## config.mk

```make
export PLATFORM = sky130hd
export DESIGN_NAME = mtf_cell
export DESIGN_NICKNAME = d
export VERILOG_FILES = /design/src/design/mtf_pkg.sv /design/src/design/mtf_cell.sv
export SDC_FILE = /design/constraint.sdc
export NUM_CORES = 1
export LEC_CHECK = 0
export ABC_AREA = 1
export BUFFER_PORTS_ARGS = -buffer_cell sky130_fd_sc_hd__buf_2
export CORE_UTILIZATION = 42
export CTS_CLUSTER_SIZE = 40
export DETAILED_ROUTE_END_ITERATION = 6
export PLACE_DENSITY = 0.79
export SKIP_LAST_GASP = 1
export SYNTH_ARGS = -nofsm -noshare
export SYNTH_HDL_FRONTEND = slang
export SYNTH_SLANG_ARGS = --single-unit
```

## constraint.sdc

```tcl
create_clock -name clk -period 1.7 [get_ports clk]
set_clock_uncertainty 0.15 [all_clocks]
set_input_delay 0.255 -clock clk [delete_from_list [all_inputs] [get_ports clk]]
set_output_delay 0.255 -clock clk [all_outputs]
set_load 0.05 [all_outputs]
```

## src/design/mtf_pkg.sv

```systemverilog
// ----------------------------------------------------------------------------
// mtf_pkg
// Shared types and codes for the move-to-front coder: action and status
// codes, the controller state, the search wave and the cell control bundle.
// ----------------------------------------------------------------------------
package mtf_pkg;

  localparam int SYM_W  = 8;
  localparam int LEN_W  = 9;
  localparam int ACT_W  = 2;
  localparam int STAT_W = 2;

  localparam logic [ACT_W-1:0] ACT_CLEAR  = 2'd0;
  localparam logic [ACT_W-1:0] ACT_APPEND = 2'd1;
  localparam logic [ACT_W-1:0] ACT_CODE   = 2'd2;

  localparam logic [STAT_W-1:0] STATUS_OK   = 2'd0;
  localparam logic [STAT_W-1:0] STATUS_MISS = 2'd1;
  localparam logic [STAT_W-1:0] STATUS_FULL = 2'd2;

  typedef enum logic [1:0] {
    ST_IDLE,
    ST_SCAN,
    ST_DONE
  } state_t;

  // search wave that walks down the cell chain one cell per cycle
  typedef struct packed {
    logic             live;
    logic             decode;
    logic             found;
    logic [SYM_W-1:0] key;
    logic [SYM_W-1:0] pos;
    logic [SYM_W-1:0] data;
  } wave_t;

  // control broadcast to every cell
  typedef struct packed {
    logic             load_en;
    logic [SYM_W-1:0] load_sym;
    logic             shift_en;
    logic [SYM_W-1:0] shift_pos;
    logic [LEN_W-1:0] list_len;
  } cell_ctl_t;

endpackage

```

## src/design/mtf_cell.sv

```systemverilog
// ----------------------------------------------------------------------------
// mtf_cell
// One list slot. Holds a symbol, checks the passing search wave against it (or its index
// when decoding), hands the wave on, takes a new symbol on an append and its neighbor's on a move to front.
// ----------------------------------------------------------------------------
module mtf_cell
  import mtf_pkg::*;
#(
  parameter int CELL_IDX = 0
) (
  input  logic             clk,
  input  logic             rst,
  input  cell_ctl_t        ctl,
  input  logic [SYM_W-1:0] prev_sym,
  input  wave_t            wave_in,
  output wave_t            wave_out,
  output logic [SYM_W-1:0] sym
);

  localparam logic [LEN_W-1:0] MY_IDX = LEN_W'(CELL_IDX);

  logic  in_range;
  logic  match;
  logic  hit;
  wave_t wave_next;

  always_comb begin
    in_range = MY_IDX < ctl.list_len;
    match    = wave_in.decode ? ({1'b0, wave_in.key} == MY_IDX) : (sym == wave_in.key);
    hit      = wave_in.live && !wave_in.found && in_range && match;
    wave_next = wave_in;
    if (hit) begin
      wave_next.found = 1'b1;
      wave_next.pos   = MY_IDX[SYM_W-1:0];
      wave_next.data  = sym;
    end
  end

  always_ff @(posedge clk) begin
    if (rst) begin
      wave_out.live <= 1'b0;
    end else begin
      wave_out <= wave_next;
    end
  end

  always_ff @(posedge clk) begin
    if (ctl.load_en && (ctl.list_len == MY_IDX)) begin
      sym <= ctl.load_sym;
    end else if (ctl.shift_en && (MY_IDX <= {1'b0, ctl.shift_pos})) begin
      sym <= prev_sym;
    end
  end

endmodule

```

======== Word level (Yosys, flattened, before mapping) ========
Cells that the tools add are included.
storage, ports and cells
  bits in registers ....................... 35
  output and inout port bits .............. 35
  input port bits ......................... 64
operators by class
  reduce and logical (&&, ||, !) cells .... 8
  equality and inequality tests ........... 1
  muxes and demuxes ....................... 4
  magnitude comparators ................... 1
operator list
  operator                                           count
  two-way mux 8 bit                                  3
  logical NOT 9 bit                                  1
  < comparator 1 x 9 -> 1 bit, first input constant  1
  == test 8 bit                                      1
  logical NOT 8 bit                                  1
  logical AND 1 bit                                  4
  nonzero test 2 bit                                 1
  logical NOT 1 bit                                  1
  two-way mux 1 bit                                  1

======== Depth between registers and ports, before layout ========
  word-level depth ........................ 5
  mapped depth ............................ 10
  mapped depth without buffers ............ 10

======== Worst setup path after synthesis ========
No wires, ideal clock.
  path kind ............................... reg2reg
  start point ............................. register sym[4]
  end point ............................... register wave_out[0] (netlist name), data pin
  required time ........................... 1.296 ns
  path slack .............................. -0.059 ns
  library setup time ...................... 0.254 ns
  stages on the path, launching flop included .. 11
  data arrival time ....................... 1.355 ns
  path buffers ............................ 1
  path through ............................ edfxtp_1 inv_1 nand2_1 nand2_1 nand2_1 nor2_1 nand2_1 nand2_2 buf_4 nand3_1 nand2_1
RTL lines
  item                      line            source
  start: declaration        mtf_cell.sv:17  output logic [SYM_W-1:0] sym
  start signal: assignment  mtf_cell.sv:49  sym <= ctl.load_sym;
  start signal: assignment  mtf_cell.sv:51  sym <= prev_sym;
  end signal: assignment    mtf_cell.sv:43  wave_out <= wave_next;
  end: declaration          mtf_cell.sv:16  output wave_t wave_out,

======== Worst setup path after layout ========
  start point ............................. register sym[5]
  end point ............................... register wave_out[11] (netlist name), data pin
on the way
  longest elaborated chain between the ends .. 3
RTL lines
  item               line            source
  == test 8 bit      mtf_cell.sv:29  match = wave_in.decode ? ({1'b0, wave_in.key} == MY_IDX) : (sym == wave_in.key);
  two-way mux 1 bit  mtf_cell.sv:29
  logical AND 1 bit  mtf_cell.sv:30  hit = wave_in.live && !wave_in.found && in_range && match;
Every way passes these cells.
A chain may end at the register's enable or synchronous reset.

==> results.toml <==
[cts]
cts_sinks = 35
clkLatencyLatePin_ps = 280
cts.path.max_buffers = 2
cts_buffers = 5
clk_pin_slew_worst_paths_ps = 70
htreeDepth = 2
cts_tree = "built"
clockRootBuffer = "clkbuf_8"

[min_path]
hold_class = "in2reg"

[floorplan]
fp.dieH_um = 63.3
rows = 21
die_w_um = 63.3
floorplan.initialDensity = 0.456
design.die.area_mm2 = 0.00401
design.core.area_mm2 = 0.00347
io_pins = 99

[global_route]
grt_pass1_wl_mm = 5.09
grt_usage = 0.171
grt_pass1_vias = 1158
grt_max_degree = 27
grt-ovfl-total = 0
antenna_found_initial = 0

[placement]
placed_area_mm2 = 0.00214
gp_congestion = 0.773
hpwl_mm = 2.58
portBuffers = 90

[route]
dr_total_vias = 1331
ant_nets = 0
vias_per_cell = 4.38
dr.pass1.iters = 4
wl_met3_um = 187
top_layer = "met4"
drt_iter0_drc = 58
drt-total-wl_mm = 3.18
drc = 0
wire_per_inst_um = 10.5
met1Wirelength_mm = 1.33
wl_met2_mm = 1.60

[final_layout]
antenna_cells = 0
fin_area_mm2 = 0.00225
nFillCells = 311
nets = 321
layout-drive-gt1-share = 0.438
syn2layout_area_growth_pct = 42.6

[synth]
synth-seq-cells = 35
synth_compound_area_frac = 0.0412
netlist_instances = 150
synth-seq-area-share = 0.659
synth_fp_nets = 214
postSynth.asyncResetShare = 0
synth_fa_ha_area_frac = 0
syn_area_mm2 = 0.00158
synthXorXnorAreaFrac = 0.0277
synth-main-ff-cell = "edfxtp_1"
yosys_warnings = 0
yosys.area_share.simple = 0.230
synth_cell_type_count = 16
synth-edff-count = 34
avgSynthCellArea_um2 = 10.5
synth_mux_area_frac = 0
synth_top_family_by_area = "simple AND/OR/NAND/NOR gates"

[critical_path]
worstSetupEndpointType = "register"
cp.required_ps = 1570
path_class = "reg2reg"
crit_fanout = 5
cp-start-kind = "register"
worstPathArrival_ps = 1460

[timing]
worstMarginPinSlew_ps = 314
rsz0062_at_grt = "true"
setup_viol = 0
finalHoldViolCount = 0
fin_crit_sh = 0.936
final_max_slew_viol_count = 0
max_freq_mhz = 628
fin_crit_ps = 1590
relSlewSlack = 0.790

[pwr]
total_power_mw = 2.07
power_density_mw_per_mm2 = 920
ir_worst_vdd_mv = 0.501
power.leakage_nw = 1.11

[run_status]
status = "completed"

[job]
maxCapViolCount = 0
==> cells in the mapped netlist, types with 2 or more instances <==
library cell / n / area share
nand2_1: 50 / 0.12
edfxtp_1: 34 / 0.65
nand3_1: 18 / 0.057
nor2_1: 13 / 0.031
inv_1: 12 / 0.029
a21boi_0: 6 / 0.029
xnor2_1: 5 / 0.028
nand2_2: 3 / 0.012
a21boi_1: 2 / 0.0095
==> sequential cells by signal, indices dropped and copies added, names as in the netlist <==
register / flops
wave_out: 27
sym: 8
==> layout make-up <==
class                   count  area [um^2]  area share
clock buffers               6         72.6      0.0322
clock inverters             2         7.51     0.00333
inverters                  12         45.0      0.0200
multi-input cells         100          479       0.213
flip-flops and latches     35         1040       0.462
well taps                  46         57.6      0.0255
repair buffers            103          551       0.244
==> cells in the final DEF, fill, tap and decap left out, drive strengths merged <==
master,count
inv,12
o21ai,1
a21boi,8
nand2,53
dlygate4sd3,1
clkinv,2
buf,102
edfxtp,34
nor2,15
clkbuf,6
nand3,18
xnor2,5
dfxtp,1
==> metal layers <==
metal  vias to the layer above  GRT usage
met3                         7     0.0399
met5                         -          0
li1                        713          -
met4                         0     0.0938
met1                       556      0.204
met2                        55      0.283
==> critical path, cell delays in order (launching register included) <==
cell	delay, ps
edfxtp_1	440
inv_1	80
nand2_1	40
nand2_1	50
nand2_1	60
nor2_2	110
nand2_1	70
nand2_2	110
buf_4	140
a21boi_0	80
==> stage by stage <==
step	hold slack (ps)	setup slack (ps)	std cells	util	setup TNS [ps]
after floorplan	177	-55.6	150	-	-484
after global routing	5.48	-20.7	304	0.650	-68.3
after detailed placement	282	34.2	292	0.617	0
final	22.8	109	304	0.650	0
after CTS	12.8	59.4	301	0.642	0
after global placement	280	53.4	292	0.617	0
==> logic make-up (layout without fill, tap and decap cells) <==
family / after synthesis / count (layout)
buf+inv: 15 / 123
xor+xnor: 5 / 5
simple gates: 86 / 86
compound gates: 9 / 9
flops: 35 / 35
==> report_power, final <==
part / switching [mW] / internal (mW) / total [mW]
logic: 0.340 / 0.142 / 0.482
clock network: 0.267 / 0.279 / 0.546
registers: 0.0243 / 1.02 / 1.05
total: 0.631 / 1.44 / 2.07
==> path summary, 6_finish.rpt <==
check	from	end	slack [ps]	depth (start not counted)
worst max-delay path	sym[5]	wave_out[11]	110	9
worst min register to register	sym[2]	wave_out[2]	510	2
worst min-delay path	wave_in[25]	wave_out[25]	20	1
worst max register to register	sym[5]	wave_out[11]	110	9
==> repair_timing <==
action | in CTS | in global routing
endpoints found under the setup margin | 0 | 14
hold buffers | 1 | 0
resized for setup | 0 | 1
setup buffers | 0 | 3
endpoints found under the hold margin | 1 | 0
(Power assumes the default switching activity.)
